`src/sv/csws_pkg.sv`:
```
// shared types and constants for the counting semaphore with waiter slots
`timescale 1ns / 1ps
`default_nettype none

package csws_pkg;

    // width of the configuration register index
    localparam int CFG_IDX_W = 1;
    localparam int CFG_DATA_W = 16;

    // configuration register indexes
    localparam logic [CFG_IDX_W-1:0] REG_INIT_COUNT = 1'b0;
    localparam logic [CFG_IDX_W-1:0] REG_SCHED_ON = 1'b1;

    // field widths
    localparam int CMD_W = 2;
    localparam int TASK_W = 8;
    localparam int COUNT_W = 16;
    localparam int WAITERS_W = 4;
    localparam int IN_DATA_W = 16;
    localparam int OUT_DATA_W = 32;

    localparam logic [COUNT_W-1:0] COUNT_MAX = 16'hFFFF;

    // request commands
    typedef enum logic [CMD_W-1:0] {
        CMD_WAIT = 2'd0,
        CMD_SIGNAL = 2'd1,
        CMD_TRY_WAIT = 2'd2,
        CMD_CLEAR = 2'd3
    } cmd_t;

    // controller states
    typedef enum logic [1:0] {
        ST_IDLE,
        ST_DECODE,
        ST_SCAN,
        ST_EMIT
    } state_t;

    // flags of one pending result
    typedef struct packed {
        logic acquired;
        logic queued;
        logic wake;
        logic yield_req;
        logic last;
        logic clr;
    } res_flags_t;

    // controller to datapath commands
    typedef struct packed {
        logic       latch_in;
        logic       idx_clr;
        logic       idx_inc;
        logic       cnt_dec;
        logic       cnt_inc;
        logic       take_slot;
        logic       free_slot;
        logic       emit;
        res_flags_t res;
    } dp_ctl_t;

    // datapath to controller status
    typedef struct packed {
        cmd_t cmd;
        logic present;
        logic sched_on;
        logic count_zero;
        logic total_zero;
        logic total_full;
        logic total_one;
        logic used_at_idx;
        logic out_free;
    } dp_status_t;

endpackage

`default_nettype wire

```
`src/sv/csws_ctrl.sv`:
```
// sequencing controller for the counting semaphore
`timescale 1ns / 1ps
`default_nettype none

module csws_ctrl
    import csws_pkg::*;
(
    input  wire logic       clk,
    input  wire logic       rst_n,
    input  wire logic       in_valid,
    output logic            in_ready,
    input  wire dp_status_t st,
    output dp_ctl_t         ctl
);

    state_t     state_reg;
    state_t     state_next;
    res_flags_t res_reg;
    res_flags_t res_next;
    logic       res_load;
    res_flags_t res_val;

    // state and pending result registers
    always_ff @(posedge clk or negedge rst_n)
    begin
        if (!rst_n)
        begin
            state_reg <= ST_IDLE;
            res_reg <= '0;
        end
        else
        begin
            state_reg <= state_next;
            res_reg <= res_next;
        end
    end

    assign res_next = res_load ? res_val : res_reg;

    // next state
    always_comb
    begin
        state_next = state_reg;
        case (state_reg)
            ST_IDLE:
            begin
                if (in_valid)
                    state_next = ST_DECODE;
            end
            ST_DECODE:
            begin
                case (st.cmd)
                    CMD_WAIT:
                    begin
                        if (st.sched_on && st.count_zero && st.present && !st.total_full)
                            state_next = ST_SCAN;
                        else
                            state_next = ST_EMIT;
                    end
                    CMD_SIGNAL, CMD_CLEAR:
                    begin
                        if (!st.total_zero)
                            state_next = ST_SCAN;
                        else
                            state_next = ST_EMIT;
                    end
                    default:
                        state_next = ST_EMIT;
                endcase
            end
            ST_SCAN:
            begin
                if (st.cmd == CMD_WAIT)
                begin
                    if (!st.used_at_idx)
                        state_next = ST_EMIT;
                end
                else if (st.used_at_idx)
                    state_next = ST_EMIT;
            end
            ST_EMIT:
            begin
                if (st.out_free)
                begin
                    if (res_reg.clr && !res_reg.last)
                        state_next = ST_SCAN;
                    else
                        state_next = ST_IDLE;
                end
            end
            default:
                state_next = ST_IDLE;
        endcase
    end

    // outputs and datapath commands
    always_comb
    begin
        in_ready = 1'b0;
        ctl = '0;
        res_load = 1'b0;
        res_val = '0;
        res_val.last = 1'b1;
        case (state_reg)
            ST_IDLE:
            begin
                in_ready = 1'b1;
                ctl.latch_in = in_valid;
                ctl.idx_clr = in_valid;
            end
            ST_DECODE:
            begin
                res_load = 1'b1;
                case (st.cmd)
                    CMD_WAIT:
                    begin
                        if (st.sched_on && !st.count_zero)
                        begin
                            ctl.cnt_dec = 1'b1;
                            res_val.acquired = 1'b1;
                        end
                        else if (st.sched_on)
                            res_val.yield_req = 1'b1;
                    end
                    CMD_SIGNAL:
                    begin
                        ctl.cnt_inc = st.total_zero;
                    end
                    CMD_TRY_WAIT:
                    begin
                        ctl.cnt_dec = !st.count_zero;
                        res_val.acquired = !st.count_zero;
                    end
                    CMD_CLEAR:
                    begin
                        res_val.yield_req = st.sched_on;
                    end
                    default:
                        res_load = 1'b0;
                endcase
            end
            ST_SCAN:
            begin
                case (st.cmd)
                    CMD_WAIT:
                    begin
                        // lowest free slot takes the task
                        if (!st.used_at_idx)
                        begin
                            ctl.take_slot = 1'b1;
                            res_load = 1'b1;
                            res_val.queued = 1'b1;
                            res_val.yield_req = 1'b1;
                        end
                        else
                            ctl.idx_inc = 1'b1;
                    end
                    CMD_SIGNAL:
                    begin
                        // lowest occupied slot is woken
                        if (st.used_at_idx)
                        begin
                            ctl.free_slot = 1'b1;
                            res_load = 1'b1;
                            res_val.wake = 1'b1;
                            res_val.yield_req = st.sched_on;
                        end
                        else
                            ctl.idx_inc = 1'b1;
                    end
                    CMD_CLEAR:
                    begin
                        // wake in ascending order, last when the final waiter leaves
                        ctl.idx_inc = 1'b1;
                        if (st.used_at_idx)
                        begin
                            ctl.free_slot = 1'b1;
                            res_load = 1'b1;
                            res_val.wake = 1'b1;
                            res_val.clr = 1'b1;
                            res_val.last = st.total_one;
                            res_val.yield_req = st.sched_on && st.total_one;
                        end
                    end
                    default:
                        ctl.idx_inc = 1'b1;
                endcase
            end
            ST_EMIT:
            begin
                ctl.emit = st.out_free;
            end
            default:
                in_ready = 1'b0;
        endcase
        ctl.res = res_reg;
    end

endmodule

`default_nettype wire

```
`src/sv/csws_dp.sv`:
```
// datapath: count, waiter slot table, task memory and result register
`timescale 1ns / 1ps
`default_nettype none

module csws_dp
    import csws_pkg::*;
#(
    parameter int SLOTS = 8
)
(
    input  wire logic                  clk,
    input  wire logic                  rst_n,
    input  wire logic [IN_DATA_W-1:0]  in_data,
    input  wire logic                  cfg_we,
    input  wire logic [CFG_IDX_W-1:0]  cfg_index,
    input  wire logic [CFG_DATA_W-1:0] cfg_data,
    input  wire dp_ctl_t               ctl,
    output dp_status_t                 st,
    output logic                       out_valid,
    input  wire logic                  out_ready,
    output logic [OUT_DATA_W-1:0]      out_data,
    output logic                       out_last
);

    localparam int IDX_W = (SLOTS > 1) ? $clog2(SLOTS) : 1;
    localparam int TOT_W = $clog2(SLOTS + 1);

    logic               init_wr;
    logic               sched_wr;

    cmd_t               cmd_reg;
    logic               present_reg;
    logic [TASK_W-1:0]  tid_reg;
    logic               sched_reg;
    logic               sched_next;
    logic [COUNT_W-1:0] count_reg;
    logic [COUNT_W-1:0] count_next;
    logic [SLOTS-1:0]   used_reg;
    logic [SLOTS-1:0]   used_next;
    logic [TOT_W-1:0]   total_reg;
    logic [TOT_W-1:0]   total_next;
    logic [IDX_W-1:0]   idx_reg;
    logic [IDX_W-1:0]   idx_next;

    logic [TASK_W-1:0]  task_mem [SLOTS];
    logic [TASK_W-1:0]  rd_data_reg;

    logic                  out_valid_reg;
    logic                  out_valid_next;
    logic [OUT_DATA_W-1:0] out_data_reg;
    logic [OUT_DATA_W-1:0] out_data_next;
    logic                  out_last_reg;
    logic                  out_last_next;
    logic [TASK_W-1:0]     wake_task;
    logic [WAITERS_W-1:0]  waiters_now;

    assign init_wr = cfg_we && (cfg_index == REG_INIT_COUNT);
    assign sched_wr = cfg_we && (cfg_index == REG_SCHED_ON);

    // latched request fields
    always_ff @(posedge clk)
    begin
        if (ctl.latch_in)
        begin
            cmd_reg <= cmd_t'(in_data[CMD_W-1:0]);
            present_reg <= in_data[CMD_W];
            tid_reg <= in_data[CMD_W+TASK_W:CMD_W+1];
        end
    end

    // next values of the semaphore state
    always_comb
    begin
        sched_next = sched_wr ? cfg_data[0] : sched_reg;

        count_next = count_reg;
        if (init_wr)
            count_next = cfg_data;
        else if (ctl.cnt_dec)
            count_next = count_reg - 1'b1;
        else if (ctl.cnt_inc && (count_reg != COUNT_MAX))
            count_next = count_reg + 1'b1;

        used_next = used_reg;
        total_next = total_reg;
        if (init_wr)
        begin
            used_next = '0;
            total_next = '0;
        end
        else if (ctl.take_slot)
        begin
            used_next[idx_reg] = 1'b1;
            total_next = total_reg + 1'b1;
        end
        else if (ctl.free_slot)
        begin
            used_next[idx_reg] = 1'b0;
            total_next = total_reg - 1'b1;
        end

        if (ctl.idx_clr)
            idx_next = '0;
        else if (ctl.idx_inc)
            idx_next = idx_reg + 1'b1;
        else
            idx_next = idx_reg;
    end

    // semaphore state registers
    always_ff @(posedge clk or negedge rst_n)
    begin
        if (!rst_n)
        begin
            sched_reg <= 1'b0;
            count_reg <= '0;
            used_reg <= '0;
            total_reg <= '0;
            idx_reg <= '0;
        end
        else
        begin
            sched_reg <= sched_next;
            count_reg <= count_next;
            used_reg <= used_next;
            total_reg <= total_next;
            idx_reg <= idx_next;
        end
    end

    // task id memory, registered read
    always_ff @(posedge clk)
    begin
        if (ctl.take_slot)
            task_mem[idx_reg] <= tid_reg;
        if (ctl.free_slot)
            rd_data_reg <= task_mem[idx_reg];
    end

    // result fields; clear reports an empty table on every result
    assign wake_task = ctl.res.wake ? rd_data_reg : '0;
    assign waiters_now = ctl.res.clr ? '0 : WAITERS_W'(total_reg);

    always_comb
    begin
        out_valid_next = out_valid_reg;
        out_data_next = out_data_reg;
        out_last_next = out_last_reg;
        if (ctl.emit)
        begin
            out_valid_next = 1'b1;
            out_data_next = {waiters_now, count_reg, ctl.res.yield_req, wake_task,
                             ctl.res.wake, ctl.res.queued, ctl.res.acquired};
            out_last_next = ctl.res.last;
        end
        else if (out_ready)
            out_valid_next = 1'b0;
    end

    // output register
    always_ff @(posedge clk or negedge rst_n)
    begin
        if (!rst_n)
            out_valid_reg <= 1'b0;
        else
            out_valid_reg <= out_valid_next;
    end

    always_ff @(posedge clk)
    begin
        out_data_reg <= out_data_next;
        out_last_reg <= out_last_next;
    end

    assign out_valid = out_valid_reg;
    assign out_data = out_data_reg;
    assign out_last = out_last_reg;

    // status to the controller
    always_comb
    begin
        st.cmd = cmd_reg;
        st.present = present_reg;
        st.sched_on = sched_reg;
        st.count_zero = (count_reg == '0);
        st.total_zero = (total_reg == '0);
        st.total_full = (total_reg == TOT_W'(SLOTS));
        st.total_one = (total_reg == TOT_W'(1));
        st.used_at_idx = used_reg[idx_reg];
        st.out_free = !out_valid_reg || out_ready;
    end

    // waiter total always matches the occupied slots
    a_total_matches: assert property (@(posedge clk) disable iff (!rst_n)
        $countones(used_reg) == int'(total_reg))
        else $error("waiter total differs from occupied slot count");

    // no slot is taken while it is used, none freed while it is empty
    a_take_free: assert property (@(posedge clk) disable iff (!rst_n)
        (ctl.take_slot |-> !used_reg[idx_reg]) and (ctl.free_slot |-> used_reg[idx_reg]))
        else $error("slot taken while used or freed while empty");

    // reload of the count empties the table
    a_reload: assert property (@(posedge clk) disable iff (!rst_n)
        init_wr |=> (count_reg == $past(cfg_data)) && (total_reg == '0))
        else $error("initial count write did not reload the semaphore");

    // a new result is only loaded into a free output register
    a_no_overwrite: assert property (@(posedge clk) disable iff (!rst_n)
        (out_valid_reg && !out_ready) |-> !ctl.emit)
        else $error("pending result overwritten");

endmodule

`default_nettype wire

```
`src/sv/counting_semaphore_wait_slots.sv`:
```
// top level of the counting semaphore with a table of waiter slots
`timescale 1ns / 1ps
`default_nettype none

// Counting semaphore with SLOTS waiter slots. One request is handled at a
// time. Wait that does not queue, try-wait and signal with no waiter present
// their result straight from the decode step, and the next request can be
// accepted once that result is in the output register. Wait that queues a
// task and signal that wakes one scan the slot table one slot per cycle,
// from slot zero, so their result is emitted once the scan reaches the slot
// found. Clear emits one result per waiter, or one for an empty table,
// waking waiters in ascending slot order and resuming the scan after each
// result. A result held in the output register does not block accepting the
// next request, but the result of that request waits in the emit step until
// the output register is free. Writing the starting count register reloads
// the count and empties the table at once.

module counting_semaphore_wait_slots
    import csws_pkg::*;
#(
    parameter int SLOTS = 8
)
(
    input  wire logic                  clk,
    input  wire logic                  rst_n,
    // request: cmd[1:0], task_present[2], task_id[10:3]
    input  wire logic                  s_axis_tvalid,
    output logic                       s_axis_tready,
    input  wire logic [IN_DATA_W-1:0]  s_axis_tdata,
    // result: acquired[0], queued[1], wake_valid[2], wake_task[10:3],
    // yield_req[11], count_now[27:12], waiters_now[31:28]
    output logic                       m_axis_tvalid,
    input  wire logic                  m_axis_tready,
    output logic [OUT_DATA_W-1:0]      m_axis_tdata,
    output logic                       m_axis_tlast,
    // configuration write port
    input  wire logic                  cfg_we,
    input  wire logic [CFG_IDX_W-1:0]  cfg_index,
    input  wire logic [CFG_DATA_W-1:0] cfg_data
);

    dp_ctl_t    ctl;
    dp_status_t st;

    // sequencing controller
    csws_ctrl u_ctrl (
        .clk      (clk),
        .rst_n    (rst_n),
        .in_valid (s_axis_tvalid),
        .in_ready (s_axis_tready),
        .st       (st),
        .ctl      (ctl)
    );

    // datapath
    csws_dp #(
        .SLOTS (SLOTS)
    ) u_dp (
        .clk       (clk),
        .rst_n     (rst_n),
        .in_data   (s_axis_tdata),
        .cfg_we    (cfg_we),
        .cfg_index (cfg_index),
        .cfg_data  (cfg_data),
        .ctl       (ctl),
        .st        (st),
        .out_valid (m_axis_tvalid),
        .out_ready (m_axis_tready),
        .out_data  (m_axis_tdata),
        .out_last  (m_axis_tlast)
    );

endmodule

`default_nettype wire

```
`config.mk`:
```
export PLATFORM = sky130hd
export DESIGN_NAME = counting_semaphore_wait_slots
export DESIGN_NICKNAME = d
export VERILOG_FILES = /design/src/sv/csws_pkg.sv /design/src/sv/csws_ctrl.sv /design/src/sv/csws_dp.sv /design/src/sv/counting_semaphore_wait_slots.sv
export SDC_FILE = /design/constraint.sdc
export NUM_CORES = 1
export LEC_CHECK = 0
export BUFFER_PORTS_ARGS = -buffer_cell sky130_fd_sc_hd__buf_4
export CAP_MARGIN = 20
export CORE_ASPECT_RATIO = 0.7
export CORE_MARGIN = 2
export CORE_UTILIZATION = 40
export DETAILED_ROUTE_END_ITERATION = 6
export PLACE_DENSITY = 0.57
export SLEW_MARGIN = 40
export SYNTH_ARGS = -nofsm -noshare
export SYNTH_HDL_FRONTEND = slang
export SYNTH_SLANG_ARGS = --single-unit
```
`constraint.sdc`:
```
create_clock -name clk -period 3.9 [get_ports clk]
set_input_delay 0 -clock clk [delete_from_list [all_inputs] [get_ports clk]]
set_output_delay 0 -clock clk [all_outputs]
set_load 0.01 [all_outputs]
```
# After elaboration in Yosys (flattened, before gate mapping)
# Memories as Yosys holds them, arrays and structs flattened. A register that Yosys moved wholly into a read port is not among the register bits.
# Cells that the tools add are included.
[classes] addsub=5 n_lt_le_gt_ge=2 n_eq_ne=13 n_mux=57 bitwise=4 n_reduce_logical=25
[op_table] operator="two-way mux 16 bit" n=3
[op_table] operator="two-way mux 2 bit" n=13
[op_table] operator="two-way mux 8 bit" n=3
[op_table] operator="two-way mux 1 bit" n=20
[op_table] operator="adder 16 x 1 -> 16 bit (second input constant)" n=1
[op_table] operator="zero test 16 bit" n=1
[op_table] operator="two-way mux 4 bit" n=4
[op_table] operator="inequality test 16 bit (second input constant)" n=1
[op_table] operator="subtractor 16 x 1 -> 16 bit (second input constant)" n=1
[op_table] operator="one-hot mux 1 bit (2 select lines)" n=7
[op_table] operator="logical AND 1 bit" n=10
[op_table] operator="bitwise AND 8 bit" n=1
[op_table] operator="== test 2 bit (second input constant)" n=4
[op_table] operator="inverter 8 bit" n=1
[op_table] operator="OR 8 bit" n=1
[op_table] operator="one-hot mux 2 bit (4 select lines)" n=1
[op_table] operator="two-way mux 3 bit" n=2
[op_table] operator="nonzero test 3 bit" n=2
[op_table] operator="adder 4 x 1 -> 4 bit (second input constant)" n=1
[op_table] operator="== test 2 x 1 -> 1 bit (second input constant)" n=2
[op_table] operator="== test 4 x 1 -> 1 bit (second input constant)" n=1
[op_table] operator="== test 4 bit (second input constant)" n=1
[op_table] operator="zero test 1 bit" n=4
[op_table] operator="zero test 2 bit" n=2
[op_table] operator="other kinds (18)" n=19
[totals] ff_bits=85 mem_bits_rw=64 input_bits=38 output_inout_bits=35 elab_cells=127 memories=1
[memory_table] name="u_dp.task_mem" depth=8 width=8 rd=1 rd_clocked_by_memory_dff=1 write_ports=1 line="csws_dp.sv:45" text="logic [TASK_W-1:0] task_mem [SLOTS];"

# Depth between registers and ports, before layout
# Gate-level depths: netlist of the first run.
[depth] ltp_word=10 ltp_mapped=14 ltp_nobuf=13

# By module
# Synthesis of the first run repeated with hierarchy kept, for this count alone.
[hier_totals] hier_cells=542 hier_area_um2=7094.3
[by_module_without_submodules] mod="csws_dp" n_inst=1 cells_per_inst=472 area_each_um2=6414.9 seq_area_each_um2=4309.1
[by_module_without_submodules] mod="csws_ctrl" n_inst=1 cells_per_inst=70 area_each_um2=679.4 seq_area_each_um2=200.2

# Least setup slack after synthesis of the first run
# Ideal clock, no wire load.
[synth_timing] path_kind="register to register" from="register u_dp.cmd_reg[0]" to="register u_dp.count_reg[15]" setup_time_ns=0.071 t_arrival_ns=3.458 required_time_ns=3.829 slack_ns=0.371 path_stages_with_launch=15 n_path_buf=1 period_less_slack_ns=3.529 path_cell_list="edfxtp_1 > inv_1 > ha_1 > clkbuf_1 > a21o_1 > nand3_1 > inv_1 > ha_1 > o21ai_0 > o21ai_0 > and4_4 > a2111oi_4 > o21ai_0 > or4_1 > nand4_1"
[synth_via] elab_chain_cells=5 elab_cells_between_ends=10 cone_classes="eq/ne: 2; mux: 5; reduce/logical: 3"
[synth_lines] element="start: declaration" line="csws_dp.sv:31" text="cmd_t cmd_reg;"
[synth_lines] element="start signal: assignment" line="csws_dp.sv:65" text="cmd_reg <= cmd_t'(in_data[CMD_W-1:0]);"
[synth_lines] element="== test 2 bit, or another cell as far along" line="csws_ctrl.sv:114" text="case (st.cmd)"
[synth_lines] element="one-hot mux 1 bit (2 select lines) / two-way mux 1 bit (equally long branches)" line="csws_ctrl.sv:114"
[synth_lines] element="two-way mux 2 bit (*)" line="csws_ctrl.sv:104" text="case (state_reg)"
[synth_lines] element="two-way mux 16 bit / logical AND 1 bit (equally long branches)" line="csws_dp.sv:79, csws_dp.sv:81"
[synth_lines] element="two-way mux 16 bit / nonzero test 3 bit (equally long branches)"
[synth_lines] element="end signal: assignment" line="csws_dp.sv:124" text="count_reg <= count_next;"
[synth_lines] element="end: declaration" line="csws_dp.sv:36" text="logic [COUNT_W-1:0] count_reg;"
# Every way passes the cells marked *; elsewhere a longest branch is shown, timed or not.
# A chain may end at the register's enable or synchronous reset.

# Worst setup path after layout of the first run
[layout_timing] from="register u_dp.count_reg[15]" to="register u_dp.count_reg[14]"
[layout_via] elab_chain_cells=8 elab_cells_between_ends=11 cone_classes="eq/ne: 1; mux: 5; reduce/logical: 5"
[layout_lines] element="zero test 16 bit" line="csws_dp.sv:185" text="st.count_zero = (count_reg == '0);"
[layout_lines] element="zero test 1 bit" line="csws_ctrl.sv:117, csws_ctrl.sv:131"
[layout_lines] element="logical AND 1 bit" line="csws_ctrl.sv:117" text="if (st.sched_on && !st.count_zero)"
[layout_lines] element="two-way mux 1 bit" line="csws_ctrl.sv:117"
[layout_lines] element="one-hot mux 1 bit (2 select lines)" line="csws_ctrl.sv:114"
[layout_lines] element="two-way mux 2 bit" line="csws_ctrl.sv:104"
[layout_lines] element="two-way mux 16 bit" line="csws_dp.sv:79" text="else if (ctl.cnt_dec)"
[layout_lines] element="two-way mux 16 bit" line="csws_dp.sv:77" text="if (init_wr)"
# Parallel ways exist; a longest one is shown, timed or not.

==> impl_results.md, run 1 <==
* Leak Pwr at 3.47 nW
* Total track usage at 18.3%
* Slew @ Worst Pin at 0.789 ns
* Row count at 40
* Number of nets in the layout at 722
* Yosys top cell area share at 50.1%
* Initial Utilization at 40.7%
* First-pass GRT wire length at 25500 um
* Fin area at 0.00881 mm^2
* Initial DRT Pass Iterations at 5
* Fillers at 1454
* Routed Antenna Nets at 0
* Max IR drop VDD at 258 uV
* N_diodes at 0
* Startpoint Class: register
* Main flop type after synthesis: edfxtp_1
* Largest net degree at the start of global routing at 42
* Share of flip-flops with an asynchronous set or reset at 26.1%
* Total grt overflow at 0
* Warnings from Yosys at 0
* DR WL/cell at 17.8 um
* Via-to-Cell Ratio at 5.28
* H-tree depth at 4
* Pwr Density at 715 mW/mm^2
* Commonest non-fill, non-tap cells in the layout: edfxtp_1 (116), buf_4 (95), nor2_1 (44)
* Crit end category: register
* Critical path arrival at 3.96 ns
* Period utilisation layout at 93.7%
* Peak Freq at 274 MHz
* Synthesized cell area at 0.00695 mm^2
* Fin crit period at 3.66 ns
* Antenna violations before repair at 0
* Total I/O pin count at 73
* Final setup TNS at 0 ns
* Core area at 0.0171 mm^2
* Crit path kind: register to register
* Top cell type by total area after synthesis: edfxtp_1
* Dpl hpwl at 10700 um
* Initial DRC Count at 354
* Outcome: finished, final reports clean
* Die Ht at 114 um
* Fin. Hold Viols at 0
* Vias in the first global route at 4666
* Seq cells post-synth at 157
* Max reg flops at 64
* Netlist cell types at 57
* Relative slew slack at 47.4%
* Post-DP Area at 0.00791 mm^2
* Layout cells sized above 1 at 21.8%
* GPL Wtd Cong at 0.882
* RSZ-0062 raised after global routing: false
* CP Max Fanout at 13
* Dpl cells at 837
* Postcts setup bufs at 0
* Most common cell after layout, fill and taps aside: edfxtp_1
* Synth Instances at 527
* Seq/Total Area, Yosys at 64.9%
* Die area at 0.0185 mm^2
* Syn_area_per_cell at 13.2 um^2
* Clock-pin slew of the registers on the worst-case setup and hold paths at 0.07 ns
* Number of max-cap violations at 0
* Area contributors post-synth: edfxtp_1 (50%), dfrtp_1 (15%), ha_1 (4.9%)
* Slew Limit Fails at 0
* DRT Wirelength at 16000 um
* Routed vias at 4754
* Post-synth EDFFs at 116
* Fin cells at 900
* Residual DRC at 0
* Total CTS buffers at 17
* HP Class: input port to register
* Critical Path RT at 4.20 ns
* # hold bufs at CTS at 31
* CTS tree: built
* # setup viols final at 0
* Post-CTS resize count at 0
* Synth-to-Final Area Change at 26.7%
* Pwr Total at 0.00630 W
* CTS max path bufs at 2
* Die Wd at 162 um
* Post-Syn Nets at 593
* Buffers on Ports at 67
* Clock sinks at 157
* Worst-Skew Late Latency at 0.42 ns
* Core Util, Final at 51.6%
* Root Buffer: clkbuf_16
* Worst Skew at 0.00831 ns
## stage by stage
stage	hold slack (ns)	worst slack (ns)
5_1_grt	0.0571	0.00748
2_1_floorplan	-0.296	0.371
6_report	0.0308	0.244
3_3_place_gp	0.0228	0.320
3_5_place_dp	0.0284	0.294
4_1_cts	0.0205	0.272
## where the power goes
| part | total [W] | internal [W] | switching [W] | leakage, nW |
|---|---|---|---|---|
| combinational | 0.00223 | 0.000981 | 0.00125 | 1.61 |
| sequential | 0.00246 | 0.00222 | 0.000242 | 1.58 |
| clock | 0.00162 | 0.000901 | 0.000714 | 0.276 |
| total | 0.00630 | 0.00410 | 0.00220 | 3.47 |
## kinds of logic after synthesis
family / share of synthesized area, %
buffers and inverters: 1.64
AO/OA/AOI/OAI: 12.3
adder cells (fa/ha/maj): 5.15
AND/OR/NAND/NOR: 11.4
XOR/XNOR: 2.27
multiplexers: 2.30
flip-flops: 64.9
## worst max-delay path, stage by stage, from the launching register on
cell      delay (ns)
dfrtp_1         0.44
nor4_1          0.42
nand4_1         0.24
nand3_1         0.16
inv_1           0.13
buf_4           0.22
ha_1            0.36
or4_1           0.51
o211ai_1        0.12
a31oi_1         0.14
a221o_1         0.35
a21oi_1         0.17
xor2_1          0.18
a21oi_1         0.10
## cells in the mapped netlist (8+ instances only)
cell / count
inv_1: 12
a21oi_1: 41
xnor2_1: 9
dfrtp_1: 41
nand4_1: 10
nand2_1: 28
edfxtp_1: 116
nor2_1: 45
ha_1: 27
o21ai_0: 18
xor2_1: 9
and2_1: 16
a22o_1: 8
a22oi_1: 20
nand3_1: 19
clkbuf_1: 13
## per-layer routing
metal	GRT usage [%]	wire length, um	vias up
met1	27.5	8050	2355
li1	-	-	2269
met3	4.85	856	10
met5	0	0	-
met4	5.24	142	0
met2	26.2	6950	120
## worst paths after layout
path                                    startpoint             endpoint  slack (ns)  depth (start not counted)
worst min register to register       u_ctrl.ctl[2]    u_dp.out_data[11]        0.46                          0
max in group asynchronous                    rst_n    u_dp.total_reg[0]        3.39                          2
worst max-delay path            u_dp.count_reg[15]   u_dp.count_reg[14]        0.24                         13
worst min-delay path                 s_axis_tvalid  u_ctrl.state_reg[0]        0.03                          5
min in group asynchronous                    rst_n    u_dp.count_reg[0]        0.13                          2
worst max register to register  u_dp.count_reg[15]   u_dp.count_reg[14]        0.24                         13
## cell type report
cell class / count / area, um^2 / share of cell area [%]
Sequential cell: 157 / 4510 / 51.2
Multi-Input combinational cell: 341 / 2350 / 26.7
Timing Repair Buffer: 126 / 1020 / 11.6
Clock buffer: 17 / 425 / 4.83
Tap cell: 231 / 289 / 3.28
Clock inverter: 15 / 156 / 1.78
Inverter: 13 / 48.8 / 0.554
No activity file was read; power rests on OpenSTA's default activity.
==> inputs of run 2 (changes only) <==
clock period = 3.7 ns   (was 3.9 ns; I/O delays follow)
==> run 2 against run 1 <==
  * Non-clock buffer count grew 10
  * Critical endpoint unchanged
  * First-iteration DRC count decreased by 9.3%
  * Sequential power grew 6%
  * Largest cell class unchanged
  * Largest power group unchanged
  * Design area increased by 0.74%
  * Core utilization rose by 0.38 points
  * Clock skew is essentially flat
  * Sequential share of layout area shrank 0.38 points
  * Clock-buffer cell count is 1 higher
  * Power rose by 6.7%
==> impl_results.md, run 2 (same netlist as run 1, synthesis figures left out) <==
* Final worst slack at 0.264 ns (was 0.244 ns)
* Total track usage at 18.9% (was 18.3%)
* Vias in the first global route at 4533 (was 4666)
* Fillers at 1469 (was 1454)
* CTS max path bufs at 2 (unchanged)
* Buffers on Ports at 67 (unchanged)
* Root Buffer: clkbuf_16 (unchanged)
* Slew @ Worst Pin at 0.600 ns (was 0.789 ns)
* Peak Freq at 291 MHz (was 274 MHz)
* Worst-Skew Late Latency at 0.43 ns (was 0.42 ns)
* CP Max Fanout at 7 (was 13)
* Leak Pwr at 3.50 nW (was 3.47 nW)
* First-pass GRT wire length at 26200 um (was 25500 um)
* N_diodes at 0 (unchanged)
* Number of max-cap violations at 0 (unchanged)
* Antenna violations before repair at 0 (unchanged)
* H-tree depth at 4 (unchanged)
* Max reg flops at 64 (unchanged)
* Layout cells sized above 1 at 23.0% (was 21.8%)
* Total CTS buffers at 17 (unchanged)
* Clock-pin slew of the registers on the worst-case setup and hold paths at 0.06 ns (was 0.07 ns)
* Slowest CP cell: or4_1 (unchanged)
* Routed Antenna Nets at 0 (unchanged)
* CTS tree: built (unchanged)
* Crit path kind: register to register (unchanged)
* Max IR drop VDD at 297 uV (was 258 uV)
* Synth-to-Final Area Change at 27.6% (was 26.7%)
* Initial DRC Count at 321 (was 354)
* Routed vias at 4750 (was 4754)
* Most common cell after layout, fill and taps aside: edfxtp_1 (unchanged)
* Critical path arrival at 3.74 ns (was 3.96 ns)
* Dpl hpwl at 11200 um (was 10700 um)
* Row count at 40 (unchanged)
* Family with the most delay on the worst path: simple AND/OR/NAND/NOR gates (unchanged)
* Outcome: finished, final reports clean (unchanged)
* Number of nets in the layout at 732 (was 722)
* Period utilisation layout at 92.9% (was 93.7%)
* Via-to-Cell Ratio at 5.22 (was 5.28)
* Largest net degree at the start of global routing at 42 (unchanged)
* Initial Utilization at 40.7% (unchanged)
* Fin. Hold Viols at 0 (unchanged)
* Final setup TNS at 0 ns (unchanged)
* Pwr Density at 757 mW/mm^2 (was 715 mW/mm^2)
* Relative slew slack at 60.0% (was 47.4%)
* Bufs and invs on worst path at 3 (was 2)
* Startpoint Class: register (unchanged)
* Core area at 0.0171 mm^2 (unchanged)
* Total grt overflow at 0 (unchanged)
* Residual DRC at 0 (unchanged)
* Die Ht at 114 um (unchanged)
* Fin crit period at 3.44 ns (was 3.66 ns)
* Die Wd at 162 um (unchanged)
* Crit-path max cell delay at 0.56 ns (was 0.51 ns)
* Reg2reg setup slack at 0.26 ns (was 0.24 ns)
* DRT Wirelength at 16600 um (was 16000 um)
* Pre-CTS WS at 0.0505 ns (was 0.294 ns)
* RSZ-0062 raised after global routing: false (unchanged)
* Postcts setup bufs at 0 (unchanged)
* Initial DRT Pass Iterations at 5 (unchanged)
* Clock sinks at 157 (unchanged)
* Crit end category: register (unchanged)
* # setup viols final at 0 (unchanged)
* GPL Wtd Cong at 0.855 (was 0.882)
* Crit path cell chain: nor4_2 -> buf_4 -> nand4_1 -> nand3_1 -> inv_1 -> buf_4 -> ha_1 -> or4_1 -> o211ai_1 -> a31oi_1 -> a221o_1 -> a21oi_1 -> xor2_1 -> a21oi_1 (was nor4_1 -> nand4_1 -> nand3_1 -> inv_1 -> buf_4 -> ha_1 -> or4_1 -> o211ai_1 -> a31oi_1 -> a221o_1 -> a21oi_1 -> xor2_1 -> a21oi_1)
* Commonest non-fill, non-tap cells in the layout: edfxtp_1 (116), buf_4 (106), nor2_1 (44) (was edfxtp_1 (116), buf_4 (95), nor2_1 (44))
* HP Class: input port to register (unchanged)
* Slew Limit Fails at 0 (unchanged)
* Total I/O pin count at 73 (unchanged)
* DR WL/cell at 18.3 um (was 17.8 um)
* Worst Skew at 0.00812 ns (was 0.00831 ns)
* Die area at 0.0185 mm^2 (unchanged)
* Critical Path RT at 4.01 ns (was 4.20 ns)
-- run 2: cell types whose count changed in the layout (fill, tap and decap cells not counted), moves of 2 or more --
cell / change
nor4_1: -2
o21ai_1: +2
inv_8: -2
o21ai_0: -2
buf_4: +11
-- run 2: stage by stage --
stage,std cells,area [um^2],hold WS [ns],utilization (%),power [W]
finish,910,8870,0.0285,52.0,0.00672
global route,910,8870,0.0392,52.0,0.00712
CTS,910,8840,0.00275,51.8,0.00673
detailed placement,848,7980,0.0331,46.8,0.00502
global placement,848,7980,0.0322,46.8,0.00497
floorplan,527,6950,-0.296,-,0.00400
-- run 2: path summary, 6_finish.rpt --
path                                    startpoint             endpoint  depth (start not counted)
worst min register to register       u_ctrl.ctl[2]    u_dp.out_data[11]                          0
min in group asynchronous                    rst_n   u_dp.count_reg[10]                          2
max in group asynchronous                    rst_n        u_ctrl.ctl[3]                          2
worst max register to register  u_dp.count_reg[10]   u_dp.count_reg[14]                         14
worst min-delay path                 s_axis_tvalid  u_ctrl.state_reg[0]                          5
worst max-delay path            u_dp.count_reg[10]   u_dp.count_reg[14]                         14
-- run 2: tightest hold or removal path, stage by stage --
cell	delay (ns)
buf_4	0.11
inv_1	0.04
a2bb2oi_1	0.09
o211ai_1	0.09
a21oi_1	0.07
-- run 2: timing repair --
action	in CTS	in global routing
resized for setup	0	5
hold buffers	30	0
setup endpoints to repair	0	5
hold endpoints to repair	70	0
-- run 2: cell type report --
cell class / count / area (um^2) / share of cell area, %
Timing Repair Buffer: 136 / 1100 / 12.4
Clock inverter: 14 / 134 / 1.51
Clock buffer: 18 / 429 / 4.84
Inverter: 13 / 48.8 / 0.550
Tap cell: 231 / 289 / 3.26
Multi-Input combinational cell: 341 / 2360 / 26.7
Sequential cell: 157 / 4510 / 50.8
-- run 2: routing by layer --
layer  global-route usage, %  up-vias  part of all wire (%)
li1                        -     2296                     -
met3                    5.72       12                   6.3
met1                    28.7     2302                    51
met4                    5.18        0                   1.0
met5                       0        -                     0
met2                    26.2      140                    42
-- run 2: report_power, final --
| part | leakage, nW | internal [W] | switching [W] |
|---|---|---|---|
| Clock | 0.262 | 0.000936 | 0.000735 |
| Combinational | 1.66 | 0.00110 | 0.00135 |
| Sequential | 1.58 | 0.00234 | 0.000266 |
| Total | 3.50 | 0.00437 | 0.00235 |
